===== src/sv/sync_frame_parser_with_passthrough_defines.svh =====
// Assertion macros for the sync frame parser.
// Included by the top level; relies on clk_i and rst_ni being in scope.
`ifndef SYNC_FRAME_PARSER_WITH_PASSTHROUGH_DEFINES_SVH
`define SYNC_FRAME_PARSER_WITH_PASSTHROUGH_DEFINES_SVH

// Same-cycle implication, checked on every rising edge out of reset.
`define SFP_ASSERT_NOW(label, ante, cons, msg) \
  label: assert property (@(posedge clk_i) disable iff (!rst_ni) (ante) |-> (cons)) \
    else $error(msg);

// Next-cycle implication.
`define SFP_ASSERT_NEXT(label, ante, cons, msg) \
  label: assert property (@(posedge clk_i) disable iff (!rst_ni) (ante) |=> (cons)) \
    else $error(msg);

`endif


===== src/sv/sfp_pkg.sv =====
// Shared types and constants for the sync frame parser.
// No dependencies; imported by every module of the block.
package sfp_pkg;

  localparam int unsigned SFP_MAX_FRAME = 260;
  localparam int unsigned COUNT_W       = 9;
  localparam int unsigned CFG_IDX_W     = 8;
  localparam int unsigned CFG_DATA_W    = 8;
  localparam int unsigned OUT_DATA_W    = 80;

  localparam logic [7:0] SYNC_A   = 8'h55;
  localparam logic [7:0] SYNC_B   = 8'hAA;
  localparam logic [7:0] PASS_KEY = 8'h48;

  localparam logic [7:0] CLASS1_LO = 8'h40;
  localparam logic [7:0] CLASS1_HI = 8'h7F;
  localparam logic [7:0] CLASS2_LO = 8'h20;
  localparam logic [7:0] CLASS2_HI = 8'h3E;

  // Configuration register indexes
  localparam logic [CFG_IDX_W-1:0] REG_STREAM_ON  = 8'd0;
  localparam logic [CFG_IDX_W-1:0] REG_STREAM_OFF = 8'd1;
  localparam logic [CFG_IDX_W-1:0] REG_SET_BAUD   = 8'd2;
  localparam logic [CFG_IDX_W-1:0] REG_BAUD_HOOK  = 8'd3;

  // Frame status codes
  localparam logic [1:0] STAT_NONE     = 2'd0;
  localparam logic [1:0] STAT_OK       = 2'd1;
  localparam logic [1:0] STAT_CSUM_ERR = 2'd2;
  localparam logic [1:0] STAT_OVERFLOW = 2'd3;

  // Handler classes
  localparam logic [1:0] HCLASS_NONE = 2'd0;
  localparam logic [1:0] HCLASS_HIGH = 2'd1;
  localparam logic [1:0] HCLASS_LOW  = 2'd2;

  typedef struct packed {
    logic [7:0] cmd_stream_on;
    logic [7:0] cmd_stream_off;
    logic [7:0] cmd_set_baud;
    logic       baud_hook_enabled;
  } cfg_t;

  typedef struct packed {
    logic        route_passthrough;
    logic        claimed;
    logic        payload_valid;
    logic [7:0]  payload_byte;
    logic [7:0]  payload_index;
    logic [1:0]  frame_status;
    logic [7:0]  frame_cmd;
    logic [7:0]  frame_length;
    logic [1:0]  handler_class;
    logic [7:0]  stream_control;
    logic        baud_valid;
    logic [31:0] baud_value;
  } result_t;

endpackage


===== src/sv/sync_frame_parser_with_passthrough.sv =====
// Sync frame parser with passthrough routing: byte register, parser and result register.
// Depends on sfp_pkg, sfp_cfg_regs, sfp_parser and the defines header.
//
// Usage:
//   s_axis carries one received UART byte per transfer (tdata[7:0] = rx_byte).
//   m_axis returns exactly one result per input byte, in order: tuser flags a
//   byte for the passthrough channel, tdata carries the frame decode.
//   The cfg channel writes one configuration register per transfer
//   (0 stream-on cmd, 1 stream-off cmd, 2 set-baud cmd, 3 baud hook enable);
//   cfg_ready_o is always high. Write it only while the stream is idle.
// Timing: an accepted byte waits in the byte register, which feeds the parser;
//   its decode is registered in the result register and presented from there.
// Throughput: one byte per cycle while m_axis is not held off; the parser state
//   is a running checksum and a byte counter, so every byte finishes in a single
//   pass through the decode.
// Reset: parser returns to idle, counters, checksum, baud word and stream value
//   clear, all configuration registers read zero; no item is held.
// Stall: while m_axis is held off the result register holds, and one more byte
//   is taken into the byte register; s_axis_tready_o then drops until the result
//   is taken.
module sync_frame_parser_with_passthrough #(
  parameter int unsigned MAX_FRAME = sfp_pkg::SFP_MAX_FRAME
) (
  input  logic                           clk_i,
  input  logic                           rst_ni,
  // input byte stream
  input  logic                           s_axis_tvalid_i,
  output logic                           s_axis_tready_o,
  input  logic [7:0]                     s_axis_tdata_i,   // [7:0] rx_byte
  // result stream
  output logic                           m_axis_tvalid_o,
  input  logic                           m_axis_tready_i,
  // [0] claimed, [1] payload_valid, [9:2] payload_byte, [17:10] payload_index,
  // [19:18] frame_status, [27:20] frame_cmd, [35:28] frame_length,
  // [37:36] handler_class, [45:38] stream_control, [46] baud_valid,
  // [78:47] baud_value, [79] zero
  output logic [sfp_pkg::OUT_DATA_W-1:0] m_axis_tdata_o,
  output logic                           m_axis_tuser_o,   // [0] route_passthrough
  // configuration writes
  input  logic                           cfg_valid_i,
  output logic                           cfg_ready_o,
  input  logic [sfp_pkg::CFG_IDX_W-1:0]  cfg_index_i,
  input  logic [sfp_pkg::CFG_DATA_W-1:0] cfg_data_i
);
  import sfp_pkg::*;

  `include "sync_frame_parser_with_passthrough_defines.svh"

  cfg_t       cfg;
  result_t    parse_res;
  result_t    out_res_q;
  logic       out_valid_q;
  logic       byte_valid_q;
  logic [7:0] byte_q;
  logic       out_free;
  logic       fire;
  logic       in_xfer;

  // Result register can take a new entry when empty or being drained.
  assign out_free        = !out_valid_q || m_axis_tready_i;
  assign fire            = byte_valid_q && out_free;
  assign s_axis_tready_o = !byte_valid_q || out_free;
  assign in_xfer         = s_axis_tvalid_i && s_axis_tready_o;
  assign cfg_ready_o     = 1'b1;

  sfp_cfg_regs u_cfg (
    .clk_i      (clk_i),
    .rst_ni     (rst_ni),
    .wr_en_i    (cfg_valid_i),
    .wr_index_i (cfg_index_i),
    .wr_data_i  (cfg_data_i),
    .cfg_o      (cfg)
  );

  sfp_parser #(
    .MAX_FRAME (MAX_FRAME)
  ) u_parser (
    .clk_i     (clk_i),
    .rst_ni    (rst_ni),
    .fire_i    (fire),
    .rx_byte_i (byte_q),
    .cfg_i     (cfg),
    .res_o     (parse_res)
  );

  // Byte register: load on every input transfer, empty once parsed.
  always_ff @(posedge clk_i or negedge rst_ni) begin
    if (!rst_ni) begin
      byte_valid_q <= 1'b0;
    end else if (in_xfer) begin
      byte_valid_q <= 1'b1;
    end else if (fire) begin
      byte_valid_q <= 1'b0;
    end
  end

  always_ff @(posedge clk_i) begin
    if (in_xfer) begin
      byte_q <= s_axis_tdata_i;
    end
  end

  // Result register: hold while the receiver stalls.
  always_ff @(posedge clk_i or negedge rst_ni) begin
    if (!rst_ni) begin
      out_valid_q <= 1'b0;
    end else if (out_free) begin
      out_valid_q <= byte_valid_q;
    end
  end

  always_ff @(posedge clk_i) begin
    if (fire) begin
      out_res_q <= parse_res;
    end
  end

  assign m_axis_tvalid_o = out_valid_q;
  assign m_axis_tuser_o  = out_res_q.route_passthrough;
  assign m_axis_tdata_o  = {1'b0,
                            out_res_q.baud_value,
                            out_res_q.baud_valid,
                            out_res_q.stream_control,
                            out_res_q.handler_class,
                            out_res_q.frame_length,
                            out_res_q.frame_cmd,
                            out_res_q.frame_status,
                            out_res_q.payload_index,
                            out_res_q.payload_byte,
                            out_res_q.payload_valid,
                            out_res_q.claimed};

  // A stalled result with a byte already waiting must close the input side.
  `SFP_ASSERT_NOW(a_full_blocks_input, byte_valid_q && out_valid_q && !m_axis_tready_i, !s_axis_tready_o, "input open while both registers are full")
  // A payload byte never coincides with a frame end.
  `SFP_ASSERT_NOW(a_payload_no_status, out_valid_q && out_res_q.payload_valid, out_res_q.frame_status == STAT_NONE, "payload byte reported with a frame status")
  // A handler class is only given to a good frame.
  `SFP_ASSERT_NOW(a_class_needs_ok, out_valid_q && out_res_q.handler_class != HCLASS_NONE, out_res_q.frame_status == STAT_OK, "handler class on a frame that is not ok")
  // A parsed byte always lands in the result register.
  `SFP_ASSERT_NEXT(a_fire_lands, fire, out_valid_q, "parsed byte lost before the result register")

endmodule


===== src/sv/sfp_cfg_regs.sv =====
// Configuration register file for the sync frame parser.
// Depends on sfp_pkg.
module sfp_cfg_regs (
  input  logic                          clk_i,
  input  logic                          rst_ni,
  input  logic                          wr_en_i,
  input  logic [sfp_pkg::CFG_IDX_W-1:0]  wr_index_i,
  input  logic [sfp_pkg::CFG_DATA_W-1:0] wr_data_i,
  output sfp_pkg::cfg_t                 cfg_o
);
  import sfp_pkg::*;

  cfg_t cfg_q;

  always_ff @(posedge clk_i or negedge rst_ni) begin
    if (!rst_ni) begin
      cfg_q <= '0;
    end else if (wr_en_i) begin
      case (wr_index_i)
        REG_STREAM_ON:  cfg_q.cmd_stream_on     <= wr_data_i;
        REG_STREAM_OFF: cfg_q.cmd_stream_off    <= wr_data_i;
        REG_SET_BAUD:   cfg_q.cmd_set_baud      <= wr_data_i;
        REG_BAUD_HOOK:  cfg_q.baud_hook_enabled <= wr_data_i[0];
        default: ; // ignore writes beyond the register list
      endcase
    end
  end

  assign cfg_o = cfg_q;

endmodule


===== src/sv/sfp_parser.sv =====
// Frame parser state and per-byte decode for the sync frame parser.
// Depends on sfp_pkg; state advances on each fire_i.
module sfp_parser #(
  parameter int unsigned MAX_FRAME = sfp_pkg::SFP_MAX_FRAME
) (
  input  logic             clk_i,
  input  logic             rst_ni,
  input  logic             fire_i,
  input  logic [7:0]       rx_byte_i,
  input  sfp_pkg::cfg_t    cfg_i,
  output sfp_pkg::result_t res_o
);
  import sfp_pkg::*;

  localparam logic [1:0] MODE_IDLE = 2'd0;
  localparam logic [1:0] MODE_SYNC = 2'd1;
  localparam logic [1:0] MODE_BODY = 2'd2;
  localparam logic [1:0] MODE_PASS = 2'd3;

  localparam logic [COUNT_W-1:0] MAX_CNT = COUNT_W'(MAX_FRAME);

  logic [1:0]         mode_q, mode_d;
  logic [COUNT_W-1:0] count_q, count_d;
  logic [7:0]         sum_q, sum_d;
  logic [7:0]         len_q, len_d;
  logic [7:0]         cmd_q, cmd_d;
  logic [31:0]        baud_q, baud_d;
  logic [7:0]         stream_q, stream_d;

  logic [COUNT_W-1:0] idx;
  logic [1:0]         status;
  logic [1:0]         hclass;
  result_t            res;

  always_comb begin
    mode_d   = mode_q;
    count_d  = count_q;
    sum_d    = sum_q;
    len_d    = len_q;
    cmd_d    = cmd_q;
    baud_d   = baud_q;
    stream_d = stream_q;
    res      = '0;
    status   = STAT_NONE;
    hclass   = HCLASS_NONE;
    idx      = count_q - COUNT_W'(5);

    case (mode_q)
      MODE_PASS: begin
        if (rx_byte_i == SYNC_A) begin
          mode_d  = MODE_SYNC;
          count_d = COUNT_W'(1);
          sum_d   = '0;
          baud_d  = '0;
        end else begin
          res.route_passthrough = 1'b1;
        end
      end
      MODE_IDLE: begin
        if (rx_byte_i == SYNC_A) begin
          mode_d  = MODE_SYNC;
          count_d = COUNT_W'(1);
          sum_d   = '0;
          baud_d  = '0;
        end else if (rx_byte_i == PASS_KEY) begin
          mode_d = MODE_PASS;
          res.route_passthrough = 1'b1;
        end
      end
      MODE_SYNC: begin
        if (rx_byte_i == SYNC_B) begin
          mode_d  = MODE_BODY;
          count_d = COUNT_W'(2);
        end else if (rx_byte_i == SYNC_A) begin
          count_d = COUNT_W'(1);
        end else begin
          mode_d  = MODE_IDLE;
          count_d = '0;
        end
      end
      default: begin
        if (count_q >= MAX_CNT) begin
          // frame longer than the buffer: drop the byte
          status  = STAT_OVERFLOW;
          mode_d  = MODE_IDLE;
          count_d = '0;
        end else begin
          count_d = count_q + COUNT_W'(1);
          if (count_q <= COUNT_W'(4)) begin
            if (count_q == COUNT_W'(3)) begin
              len_d = rx_byte_i;
            end else if (count_q == COUNT_W'(4)) begin
              cmd_d = rx_byte_i;
            end
            sum_d = sum_q + rx_byte_i;
          end else if (count_q < (COUNT_W'(5) + COUNT_W'(len_q))) begin
            res.payload_valid = 1'b1;
            res.payload_byte  = rx_byte_i;
            res.payload_index = idx[7:0];
            if (idx < COUNT_W'(4)) begin
              baud_d = baud_q | (32'(rx_byte_i) << {idx[1:0], 3'b000});
            end
            sum_d = sum_q + rx_byte_i;
          end else begin
            // checksum byte closes the frame
            mode_d  = MODE_IDLE;
            count_d = '0;
            if (sum_q != rx_byte_i) begin
              status = STAT_CSUM_ERR;
            end else begin
              status = STAT_OK;
              if (cmd_q == cfg_i.cmd_stream_on) begin
                stream_d = (len_q != 8'd0) ? baud_q[7:0] : 8'd1;
              end else if (cmd_q == cfg_i.cmd_stream_off) begin
                stream_d = '0;
              end else if (cmd_q == cfg_i.cmd_set_baud && len_q >= 8'd4 &&
                           cfg_i.baud_hook_enabled) begin
                res.baud_valid = 1'b1;
                res.baud_value = baud_q;
              end
              if (cmd_q >= CLASS1_LO && cmd_q <= CLASS1_HI) begin
                hclass = HCLASS_HIGH;
              end else if (cmd_q >= CLASS2_LO && cmd_q <= CLASS2_HI) begin
                hclass = HCLASS_LOW;
              end
            end
          end
        end
      end
    endcase

    res.frame_status   = status;
    res.handler_class  = hclass;
    res.claimed        = (hclass != HCLASS_NONE) || (mode_d == MODE_SYNC) ||
                         (mode_d == MODE_BODY);
    if (status != STAT_NONE) begin
      res.frame_cmd    = cmd_q;
      res.frame_length = len_q;
    end
    res.stream_control = stream_d;
  end

  always_ff @(posedge clk_i or negedge rst_ni) begin
    if (!rst_ni) begin
      mode_q   <= MODE_IDLE;
      count_q  <= '0;
      sum_q    <= '0;
      len_q    <= '0;
      cmd_q    <= '0;
      baud_q   <= '0;
      stream_q <= '0;
    end else if (fire_i) begin
      mode_q   <= mode_d;
      count_q  <= count_d;
      sum_q    <= sum_d;
      len_q    <= len_d;
      cmd_q    <= cmd_d;
      baud_q   <= baud_d;
      stream_q <= stream_d;
    end
  end

  assign res_o = res;

endmodule


===== config.mk =====
export PLATFORM = sky130hd
export DESIGN_NAME = sync_frame_parser_with_passthrough
export DESIGN_NICKNAME = d
export VERILOG_FILES = /design/src/sv/sfp_pkg.sv /design/src/sv/sync_frame_parser_with_passthrough.sv /design/src/sv/sfp_cfg_regs.sv /design/src/sv/sfp_parser.sv
export VERILOG_INCLUDE_DIRS = /design/src /design/src/sv
export SDC_FILE = /design/constraint.sdc
export NUM_CORES = 1
export LEC_CHECK = 0
export ABC_CLOCK_PERIOD_IN_PS = 6000
export BUFFER_PORTS_ARGS = -buffer_cell sky130_fd_sc_hd__buf_2
export CORE_ASPECT_RATIO = 0.6
export CORE_MARGIN = 2
export CORE_UTILIZATION = 50
export CTS_CLUSTER_DIAMETER = 50
export DETAILED_ROUTE_END_ITERATION = 8
export PLACE_DENSITY = 0.7
export SYNTH_ARGS = -nofsm -noshare
export SYNTH_HDL_FRONTEND = slang
export SYNTH_SLANG_ARGS = --single-unit

===== constraint.sdc =====
create_clock -name clk_i -period 6 [get_ports clk_i]
set_input_delay 1.2 -clock clk_i [delete_from_list [all_inputs] [get_ports clk_i]]
set_output_delay 1.2 -clock clk_i [all_outputs]
set_load 0.01 [all_outputs]

# Yosys cells after proc, flatten, opt, wreduce, memory -nomap -nowiden
# Index checks and enable logic that the tools add are counted.
dict set report word_totals {
  register_bits 190
  latchBits 0
  ram_bits 0
  romBits 0
  input_bits 29
  out_inout_bits 84
  word_cells 157
  n_memories 0
}
dict set report classes {
  add_sub_neg 4
  mul 0
  div 0
  n_lt_le_gt_ge 9
  n_eq_ne 19
  n_shift 1
  n_mux 55
  bitwise 7
  n_reduce_logical 36
}
# operator n
set op_table {}
lappend op_table {{$mux W32} 5}
lappend op_table {{$mux W8} 12}
lappend op_table {{$pmux W32 S2} 1}
lappend op_table {{$mux W9} 5}
lappend op_table {{$mux W2} 20}
lappend op_table {{$mux W33} 1}
lappend op_table {{$or A32 B32 Y32} 1}
lappend op_table {{$shl A8 B5 Y32} 1}
lappend op_table {{$eq A8 B8 Y1} 3}
lappend op_table {{$pmux W9 S2} 1}
lappend op_table {{$mux W17} 1}
lappend op_table {{$eq A8 B2 Y1 const B} 2}
lappend op_table {{$eq A8 B7 Y1 const B} 2}
lappend op_table {{$pmux W8 S2} 1}
lappend op_table {{$reduce_and A2 Y1} 5}
lappend op_table {{$reduce_and A5 Y1} 2}
lappend op_table {{$reduce_bool A2 Y1} 5}
lappend op_table {{$reduce_or A10 Y1} 1}
lappend op_table {{$add A3 B8 Y9 const A} 1}
lappend op_table {{$add A9 B1 Y9 const B} 1}
lappend op_table {{$eq A9 B2 Y1 const B} 1}
lappend op_table {{$eq A9 B3 Y1 const B} 1}
lappend op_table {{$ge A9 B9 Y1 const B} 1}
lappend op_table {{$le A9 B3 Y1 const B} 1}
lappend op_table {{34 further kinds} 56}

# Logic depth before layout (Yosys ltp)
# Gate-level depths: netlist (run 1).
dict set report depth {
  ltp_word 12
  depth_mapped 11
  ltp_nobuf 10
}

# By module
# A second synthesis (run 1) with hierarchy kept.
dict set report hier_totals {
  cells_unflattened 719
  area_unflattened_um2 8896.0
}
# module n_inst cells_per_inst area_each_um2 seq_area_each_um2
set modules_own_cells {}
lappend modules_own_cells {sfp_parser 1 561 5124.9 1876.8}
lappend modules_own_cells {sync_frame_parser_with_passthrough 1 100 2768.9 2692.6}
lappend modules_own_cells {sfp_cfg_regs 1 58 1002.2 625.6}

# Worst setup path after synthesis (run 1)
# Ideal clock, no wire load.
dict set report synth_timing {
  path_type {input to register}
  from {input port m_axis_tready_i}
  to {register u_parser.len_q[2]}
  setup_time_ns 0.125
  arrival_time_ns 4.344
  required_time_ns 5.875
  setup_slack_ns 1.531
  path_stages 6
  cell_sequence {nand2b_1 > nand2_1 > inv_1 > nand2_1 > nor4_2 > mux2_2}
}
dict set report synth_between {
  elab_chain_len 3
}
# element line
set synth_rtl {}
lappend synth_rtl {{start, declared} sync_frame_parser_with_passthrough.sv:32} ;# input logic m_axis_tready_i,
lappend synth_rtl {{$logic_or A1 B1 Y1} sync_frame_parser_with_passthrough.sv:60} ;# assign out_free = !out_valid_q || m_axis_tready_i;
lappend synth_rtl {{$logic_and A1 B1 Y1} sync_frame_parser_with_passthrough.sv:61} ;# assign fire = byte_valid_q && out_free;
lappend synth_rtl {{net fire} sync_frame_parser_with_passthrough.sv:56} ;# logic fire;
lappend synth_rtl {{$reduce_and A5 Y1 (no line)} n/a}
lappend synth_rtl {{end signal, assigned} sfp_parser.sv:156} ;# len_q <= len_d;
lappend synth_rtl {{end, declared} sfp_parser.sv:25} ;# logic [7:0] len_q, len_d;
# The timed path passes the listed nets, and every way through them passes these cells.
# A chain may end at the register's enable or synchronous reset.

==> flow_summary.toml, run 1 <==
[finish]
multi_input_comb_area_um2 = 3379
layout-drive-gt1-share = 0.2889
area_growth_pct = 14.01
antennaDiodeCount = 0
register_area_um2 = 5195
nFillCells = 1394
finalNetCount = 851

[global_routing]
grt_max_degree = 69
grt_usage = 0.2255
grt_overflow_total = 0
grt_pass1_vias = 5671
antenna_found_initial = 0
grt_pass1_wl_mm = 31.92

[synthesis]
async_flop_share = 0.5368
synth.distinct_cells = 71
seq_area_frac_synth = 0.5894
yosysWarnings = 0
yosys_register_bits = 190
syn-cell-area_um2 = 8813
synth_top_flop_cell = "dfrtp_1"
synthesis.nets = 752
synth_edf_count = 88
synthCells = 698
yosysTopAreaCell = "edfxtp_1"
yosys.area.top_type_share = 0.2998
synth_area_leaders = "edfxtp_1 (30%), dfrtp_1 (29%), mux2_2 (5.0%)"
postSynthAreaPerCell_um2 = 12.63

[clock_tree]
htreeDepth = 4
clk_path_buf_depth = 2
root_buffer = "clkbuf_16"
cts_tree = "yes"
clock_sinks = 190
postCtsHoldBufs = 0
cts_setup_buffers = 0
cts_resized = 0
clk_pin_slew_ns = 0.07
clk_latency_ns = 0.44
numCtsBuffers = 17

[critical_path]
critPathCaptureType = "flop"
crit_type = "flop to flop"
worstPathMaxFanout = 17
startpoint_type = "flop"
arrival_ns = 4.01
reg2reg_depth = 10
critical_path_required_ns = 6.28

[place]
gp_congestion = 0.9004
post-dp-hpwl_mm = 14.49
port_buffers = 110

[floorplanning]
die_h_um = 106.8
core_um2 = 17180
dieArea_um2 = 18740
start_util = 0.5131
rows = 37
io_pins = 113
die_w_um = 175.4

[sta]
min_period_ns = 3.728
fmax_ghz = 0.2682
drv_slew = 0
worst_pin_slew_ns = 1.256
post-route-period-util = 0.6213
clock_skew_ns = 0.01281
setup_viol = 0
fin_hold_ws_ns = 0.4792
hold_viol = 0
finalSetupTns_ns = 0
maxSlewHeadroom = 0.1573
rsz0062_at_grt = "no"

[status]
outcome = "finished, final reports clean"

[pwr]
power_uw = 3567
ir_worst_vdd_mv = 0.2353
powerDensity_nw_per_um2 = 355.0
power.leakage_uw = 0.004574

[detailed_routing]
drt-initial-drc-count = 629
drtPass1Iterations = 5
drtAntennaViolNets = 0
route.detailed.drc = 0
vias_per_cell = 5.789
wl_mm = 20.23
vias = 6044
detail_route.wl_per_cell_um = 19.38

[job]
max_cap_violations = 0

[min_path]
hold_depth = 2
hold_class = "flop to flop"
==> synth_stat cells (7+ instances only) <==
cell type  count
dfrtp_1      102
and3_1        20
buf_2          8
and2_1        17
and2_2        28
edfxtp_1      88
a22o_1        43
nor4_1         7
xor2_1        22
o21ai_0       32
ha_1          24
clkbuf_1      16
a21oi_1       18
nand3_1       13
nor3_1        14
nand2_1       49
inv_1         15
xnor2_1       20
mux2_2        39
nor2_1        26
==> worst max-delay path, stage by stage (launching register included) <==
cell and delay [ns]:
dfrtp_1 0.46, a21oi_1 0.29, and3b_1 0.23, xnor2_1 0.15, ha_1 0.31, nand4_1 0.11
a211oi_1 0.35, nor3_1 0.23, o21ai_1 1.00, and2_1 0.25, a21boi_0 0.19
==> layout make-up <==
type,instances,area share
clock inverters,12,0.01033
inverters,15,0.005728
flip-flops and latches,190,0.5170
multi-input cells,459,0.3363
clock buffers,20,0.04346
repair buffers,114,0.05803
well taps,234,0.02914
==> state kept, by name (all words and copies together), names as in the netlist <==
name               count
m_axis_tdata_o        79
u_parser.baud_q       32
u_cfg.cfg_o           25
u_parser.count_q       9
byte_q                 8
u_parser.cmd_q         8
u_parser.len_q         8
u_parser.stream_q      8
u_parser.sum_q         8
u_parser.mode_q        2
byte_valid_q           1
m_axis_tuser_o         1
m_axis_tvalid_o        1
==> routing by layer <==
| layer | track usage | share of wire |
|---|---|---|
| met1 | 0.3443 | 0.48 |
| met2 | 0.3138 | 0.42 |
| met3 | 0.05390 | 0.078 |
| met4 | 0.07619 | 0.017 |
| met5 | 0 | 0 |
==> cells in the final DEF, fill, tap and decap left out, drive strengths merged, types with 3 or more instances in the layout <==
master  count
or3         6
o21ai      33
a21oi      18
clkinv      5
nand3b      4
nand4       6
nand2      49
nand2b      5
mux2       39
and2       45
ha         24
and3       20
nand3      13
xor2       22
dfrtp     102
edfxtp     88
a21boi      3
nor2       27
buf       114
clkbuf     20
a21o        4
nor3       16
inv        21
and4        3
a22o       44
xnor2      20
o211ai      4
or4         5
nor4       10
==> path summary, 6_finish.rpt <==
path / start / to / slack [ns]
max: u_parser.len_q[2] / m_axis_tdata_o[19] / 2.27
min: u_parser.baud_q[10] / u_parser.baud_q[10] / 0.48
max reg2reg: u_parser.len_q[2] / m_axis_tdata_o[19] / 2.27
min reg2reg: u_parser.baud_q[10] / u_parser.baud_q[10] / 0.48
max in group asynchronous: rst_ni / u_cfg.cfg_o[4] / 4.06
min in group asynchronous: rst_ni / u_cfg.cfg_o[10] / 0.76
==> cell families (layout without fill, tap and decap cells) <==
kind of cell | Yosys count | count (layout) | share of synthesized area
AOI/OAI and AO/OA | 129 | 129 | 0.1049
xor gates and xnor gates | 42 | 42 | 0.04174
adders and majority gates | 25 | 25 | 0.03634
buffers and inverters | 49 | 161 | 0.02711
DFF | 190 | 190 | 0.5894
muxes | 39 | 39 | 0.04983
other | 2 | 2 | 0.0008521
and+or+nand+nor | 222 | 222 | 0.1498
==> metrics by stage <==
stage / std cells / worst slack [ns] / util / cell area [um2]
global route: 1044 / 1.860 / 0.5851 / 10050
finish: 1044 / 2.272 / 0.5851 / 10050
global placement: 1012 / 2.352 / 0.5536 / 9508
CTS: 1044 / 2.305 / 0.5851 / 10050
detailed placement: 1012 / 2.186 / 0.5536 / 9508
floorplan: 698 / 1.531 / - / 8813
==> power breakdown <==
group / total, uW / internal, uW / switching (uW)
Clock: 1050 / 543 / 511
Combinational: 911 / 322 / 588
Sequential: 1600 / 1480 / 122
Total: 3570 / 2350 / 1220
No activity file was read; power rests on OpenSTA's default activity.
==> run 2, diff against run 1 <==
--- a/config.mk
+++ b/config.mk
@@ -6,14 +6,14 @@
 export SDC_FILE = /design/constraint.sdc
 export NUM_CORES = 1
 export LEC_CHECK = 0
-export ABC_CLOCK_PERIOD_IN_PS = 6000
+export ABC_CLOCK_PERIOD_IN_PS = 3200
 export BUFFER_PORTS_ARGS = -buffer_cell sky130_fd_sc_hd__buf_2
 export CORE_ASPECT_RATIO = 0.6
 export CORE_MARGIN = 2
 export CORE_UTILIZATION = 50
 export CTS_CLUSTER_DIAMETER = 50
 export DETAILED_ROUTE_END_ITERATION = 8
-export PLACE_DENSITY = 0.7
+export PLACE_DENSITY = 0.73
 export SYNTH_ARGS = -nofsm -noshare
 export SYNTH_HDL_FRONTEND = slang
 export SYNTH_SLANG_ARGS = --single-unit
==> constraint.sdc (replaced) <==
create_clock -name clk_i -period 3.2 [get_ports clk_i]
set_input_delay 0.64 -clock clk_i [delete_from_list [all_inputs] [get_ports clk_i]]
set_output_delay 0.64 -clock clk_i [all_outputs]
set_load 0.01 [all_outputs]
==> run 2 against run 1 <==
Maximum frequency increased by 19%. Routed wire length is 9.6% higher. Final cell count rose by 3.0%. Final area rose by 4.3%.
==> flow_summary.toml, run 2 (synthesis results as in run 1) <==
[critical_path]
rr_startpoint = "u_parser.len_q[0]"
crit_start = "u_parser.len_q[0]"
crit_type = "flop to flop"
critPathCaptureType = "flop"
critical_path_required_ns = 3.36
reg2reg_depth = 12
startpoint_type = "flop"
worstPathMaxFanout = 13
timing.rr.end = "m_axis_tdata_o[0]"
r2r_slack_ns = 0.07
arrival_ns = 3.29

[detailed_routing]
vias = 6330
drtPass1Iterations = 5
drtAntennaViolNets = 0
route.detailed.drc = 0
detail_route.wl_per_cell_um = 20.62
wl_mm = 22.17
drt-initial-drc-count = 720
vias_per_cell = 5.888

[pwr]
power.switching_uw = 2507
comb_power_share = 0.294
powerDensity_nw_per_um2 = 693.5
power.leakage_uw = 0.004794
p_int_uw = 4759
power_uw = 7265
ir_worst_vdd_mv = 0.4301
swShare = 0.3450
seq_power_share = 0.408
pwr-share-clk = 0.298

[sta]
setup_viol = 0
min_period_ns = 3.131
finalSetupTns_ns = 0
worst_pin_slew_ns = 0.6888
maxSlewHeadroom = 0.5377
drv_slew = 0
fmax_ghz = 0.3194
clock_skew_ns = 0.01153
post-route-period-util = 0.9784
hold_viol = 0

[floorplanning]
die_w_um = 175.4
die_h_um = 106.8
rows = 37
io_pins = 113
core_um2 = 17180
start_util = 0.5131
dieArea_um2 = 18740

[global_routing]
grt_usage = 0.2411
grt_overflow_total = 0
grt_max_degree = 54
grt_pass1_wl_mm = 34.51
antenna_found_initial = 0
grt_pass1_vias = 6121

[place]
post_dp_cell_area_um2 = 9732
gp_congestion = 0.9819
port_buffers = 110
post-dp-hpwl_mm = 15.49

[clock_tree]
postCtsHoldBufs = 0
clk_pin_slew_ns = 0.07
numCtsBuffers = 17
root_buffer = "clkbuf_16"
clk_path_buf_depth = 2
cts_tree = "yes"
clock_sinks = 190
clk_latency_ns = 0.43
htreeDepth = 4

[finish]
final_area_um2 = 10480
largest_reg_flops = 79
final_cell_mix = "buf_2 (109), dfrtp_1 (102), edfxtp_1 (88), nand2_1 (46), a22o_1 (43)"
antennaDiodeCount = 0
area_growth_pct = 18.87
fin_util = 0.6100
finalNetCount = 882
layout-drive-gt1-share = 0.3353
final_common_cell = "buf_2"

[status]
outcome = "finished, final reports clean"

[job]
max_cap_violations = 0

[min_path]
hold_class = "input pin to asynchronous set/reset pin"
[run 2: changes by cell type in the layout (fill, tap and decap cells not counted), moves of 3 or more]
| cell | change |
|---|---|
| nand2_2 | +3 |
| nand2_1 | -3 |
| nor3_1 | -3 |
| buf_4 | +26 |
| nor3_2 | +3 |
| buf_12 | +3 |
[run 2: metrics by stage]
stage	worst slack, ns	hold slack (ns)	cells
after global placement	-0.002573	0.4632	1039
after floorplan	0.003769	0.3444	698
after CTS	-0.02664	0.2500	1071
final	0.06917	0.2329	1075
after global routing	-0.06341	0.2850	1075
after detailed placement	-0.1465	0.4721	1039
[run 2: repair_timing]
item                       CTS  global route
pin swaps                    3             3
buffers inserted             0             3
setup endpoints to repair   41            89
gates cloned                 0             1
gates resized for setup      7            12
[run 2: how the worst max path moves through the flow]
stage                               end  slack [ns]  cells after the start
finish                m_axis_tdata_o[0]        0.07                     12
global placement     m_axis_tdata_o[55]      -0.003                     10
detailed placement   m_axis_tdata_o[48]       -0.15                     10
global route          m_axis_tdata_o[0]       -0.06                     11
CTS                  m_axis_tdata_o[48]       -0.03                      8
floorplan           u_parser.baud_q[27]       0.004                      7
[run 2: worst max-delay path: stages (launching register included)]
cell and delay, ns:
dfrtp_1 0.45, ha_1 0.29, o21ai_1 0.16, xor2_1 0.19
ha_1 0.27, a21oi_1 0.14, o21ai_1 0.16, nor3_2 0.28
buf_6 0.19, o211ai_1 0.10, buf_4 0.21, o32ai_1 0.25
o21ai_0 0.16
[run 2: power by group through the flow]
| stage | sequential [uW] | clock (uW) | combinational (uW) |
|---|---|---|---|
| after floorplan | 3000 | 0 | 1170 |
| after global placement | 2980 | 0 | 1850 |
| after detailed placement | 3000 | 0 | 1900 |
| after CTS | 2960 | 2190 | 1960 |
| after global routing | 2990 | 2310 | 2290 |
| final | 2970 | 2160 | 2140 |
[run 2: per-layer routing]
layer / vias to the layer above / wire length [um] / GRT usage
met4: 0 / 263 / 0.06310
met5: - / 0 / 0
li1: 2833 / - / -
met3: 23 / 1936 / 0.04823
met1: 3163 / 10150 / 0.3697
met2: 311 / 9818 / 0.3501
[run 2: cell type report]
type,count,area (um2)
Fill cell,1322,6699
Sequential cell,190,5195
Multi-Input combinational cell,460,3478
Timing Repair Buffer,144,849.6
Clock buffer,18,429.2
Tap cell,234,292.8
Clock inverter,14,171.4
Inverter,15,60.06
==> run 3, diff against run 2 <==
--- a/config.mk
+++ b/config.mk
@@ -6,14 +6,14 @@
 export SDC_FILE = /design/constraint.sdc
 export NUM_CORES = 1
 export LEC_CHECK = 0
-export ABC_CLOCK_PERIOD_IN_PS = 3200
+export ABC_CLOCK_PERIOD_IN_PS = 3600
 export BUFFER_PORTS_ARGS = -buffer_cell sky130_fd_sc_hd__buf_2
 export CORE_ASPECT_RATIO = 0.6
 export CORE_MARGIN = 2
 export CORE_UTILIZATION = 50
 export CTS_CLUSTER_DIAMETER = 50
 export DETAILED_ROUTE_END_ITERATION = 8
-export PLACE_DENSITY = 0.73
+export PLACE_DENSITY = 0.7
 export SYNTH_ARGS = -nofsm -noshare
 export SYNTH_HDL_FRONTEND = slang
 export SYNTH_SLANG_ARGS = --single-unit
==> constraint.sdc (replaced) <==
create_clock -name clk_i -period 3.6 [get_ports clk_i]
set_input_delay 0.72 -clock clk_i [delete_from_list [all_inputs] [get_ports clk_i]]
set_output_delay 0.72 -clock clk_i [all_outputs]
set_load 0.01 [all_outputs]
==> run 3 against run 2 <==
Sequential power decreased by 10%. Sequential share of layout area increased by 1.6 points. Global-route usage decreased by 1.1 points. Utilization decreased by 1.9 points. Register-to-register slack improved by 0.32 ns. Die area unchanged. Critical endpoint is now m_axis_tdata_o[40]. Worst hold slack improved by 0.12 ns. Flip-flop and latch count unchanged. Clock skew decreased by 0.00071 ns. Non-clock buffer count decreased by 17. Maximum frequency decreased by 2.4%.
==> flow_summary.toml, run 3 (synthesis results as in run 1) <==
[status]
outcome = "finished, final reports clean"

[clock_tree]
cts_tree = "yes"
cts_resized = 0
clk_path_buf_depth = 2
clock_sinks = 190
htreeDepth = 4
clk_latency_ns = 0.43
numCtsBuffers = 17
cts_setup_buffers = 0
postCtsHoldBufs = 0
root_buffer = "clkbuf_16"
clk_pin_slew_ns = 0.07

[sta]
fin_hold_ws_ns = 0.3516
maxSlewHeadroom = 0.2338
finalSetupTns_ns = 0
setup_viol = 0
clock_skew_ns = 0.01082
worst_pin_slew_ns = 1.140
post-route-period-util = 0.8911
hold_viol = 0
fmax_ghz = 0.3117
rsz0062_at_grt = "no"
min_period_ns = 3.208
drv_slew = 0

[critical_path]
timing.rr.end = "m_axis_tdata_o[40]"
crit_top_cell = "nor3_1"
worstPathCellList = "a21oi_1, and3b_1, xnor2_1, ha_1, nand4_1, a211oi_1, nor3_1, buf_4, nor3_1, nand2_1, a22o_1"
critPathCaptureType = "flop"
critical_path_required_ns = 3.79
crit_start = "u_parser.len_q[2]"
startpoint_type = "flop"
reg2reg_depth = 11
arrival_ns = 3.40
worstPathMaxFanout = 14
r2r_slack_ns = 0.39
crit_slowest_cell = "dfrtp_1"
rr_startpoint = "u_parser.len_q[2]"
endpoint = "m_axis_tdata_o[40]"
max_stage_delay_ns = 0.45
crit_type = "flop to flop"

[pwr]
seq_power_share = 0.441
swShare = 0.3445
powerDensity_nw_per_um2 = 594.4
power.leakage_uw = 0.004637
ir_worst_vdd_mv = 0.3495
pwr-share-clk = 0.294
p_int_uw = 3958
comb_power_share = 0.266
power.switching_uw = 2080

[detailed_routing]
route.detailed.drc = 0
drtPass1Iterations = 5
wl_mm = 20.59
drt-initial-drc-count = 392
vias_per_cell = 5.692
drtAntennaViolNets = 0
detail_route.wl_per_cell_um = 19.48
vias = 6016

[place]
gp_congestion = 0.9093
post_dp_cell_area_um2 = 9608
post-dp-hpwl_mm = 14.88
port_buffers = 110

[finish]
final_common_cell = "buf_2"
area_growth_pct = 15.26
layout-drive-gt1-share = 0.3013
finalNetCount = 864
final_area_um2 = 10160
antennaDiodeCount = 0
final_cell_mix = "buf_2 (109), dfrtp_1 (102), edfxtp_1 (88), nand2_1 (49), a22o_1 (43)"
largest_reg_flops = 79

[global_routing]
grt_overflow_total = 0
grt_max_degree = 60
antenna_found_initial = 0
grt_usage = 0.2301
grt_pass1_wl_mm = 32.91
grt_pass1_vias = 5833

[floorplanning]
dieArea_um2 = 18740
core_um2 = 17180
io_pins = 113
die_h_um = 106.8
die_w_um = 175.4
start_util = 0.5131
rows = 37

[min_path]
hold_class = "input pin to asynchronous set/reset pin"

[job]
max_cap_violations = 0
## run 3: metrics by stage
| step | worst slack (ns) | utilization | instances | power, uW |
|---|---|---|---|---|
| after detailed placement | 0.4508 | 0.5594 | 1025 | 4266 |
| after CTS | 0.4402 | 0.5915 | 1057 | 6042 |
| final | 0.3921 | 0.5915 | 1057 | 6038 |
| after floorplan | 0.2457 | - | 698 | 3701 |
| after global routing | 0.1551 | 0.5915 | 1057 | 6327 |
| after global placement | 0.5835 | 0.5594 | 1025 | 4206 |
## run 3: critical path, delay by kind of cell, from the launching register on
| kind | cells | cell delay (ns) |
|---|---|---|
| simple gates | 5 | 0.96 |
| compound gates | 3 | 0.92 |
| flops | 1 | 0.45 |
| fa+ha+maj | 1 | 0.29 |
| buf+inv | 1 | 0.21 |
| xor+xnor | 1 | 0.13 |
## run 3: power groups by stage
stage | logic [uW] | clock network [uW] | registers [uW]
floorplan | 1040 | 0 | 2670
global placement | 1520 | 0 | 2680
detailed placement | 1570 | 0 | 2700
CTS | 1580 | 1800 | 2660
global route | 1750 | 1890 | 2690
finish | 1600 | 1770 | 2660
## run 3: layout make-up
type	instances	area [um2]
clock buffer	18	429.2
clock inverter	14	121.4
fill	1390	7017
inverter	15	60.06
multi-input combinational	459	3379
sequential	190	5195
tap	234	292.8
timing repair buffer	127	680.7
## run 3: worst min path at each step
| stage | end | slack, ns | cells past startpoint |
|---|---|---|---|
| 2_1_floorplan | byte_valid_q | 0.42 | 0 |
| 3_3_place_gp | u_parser.baud_q[26] | 0.47 | 2 |
| 3_5_place_dp | u_parser.baud_q[18] | 0.47 | 2 |
| 4_1_cts | u_cfg.cfg_o[10] | 0.37 | 1 |
| 5_1_grt | u_cfg.cfg_o[14] | 0.41 | 1 |
| 6_report | u_cfg.cfg_o[10] | 0.35 | 1 |
## run 3: routing by layer
metal,up-vias,global-route usage,wire (um)
li1,2797,-,-
met1,2987,0.3583,10160
met2,214,0.3214,8811
met3,18,0.05390,1411
met4,0,0.05952,207
met5,-,0,0
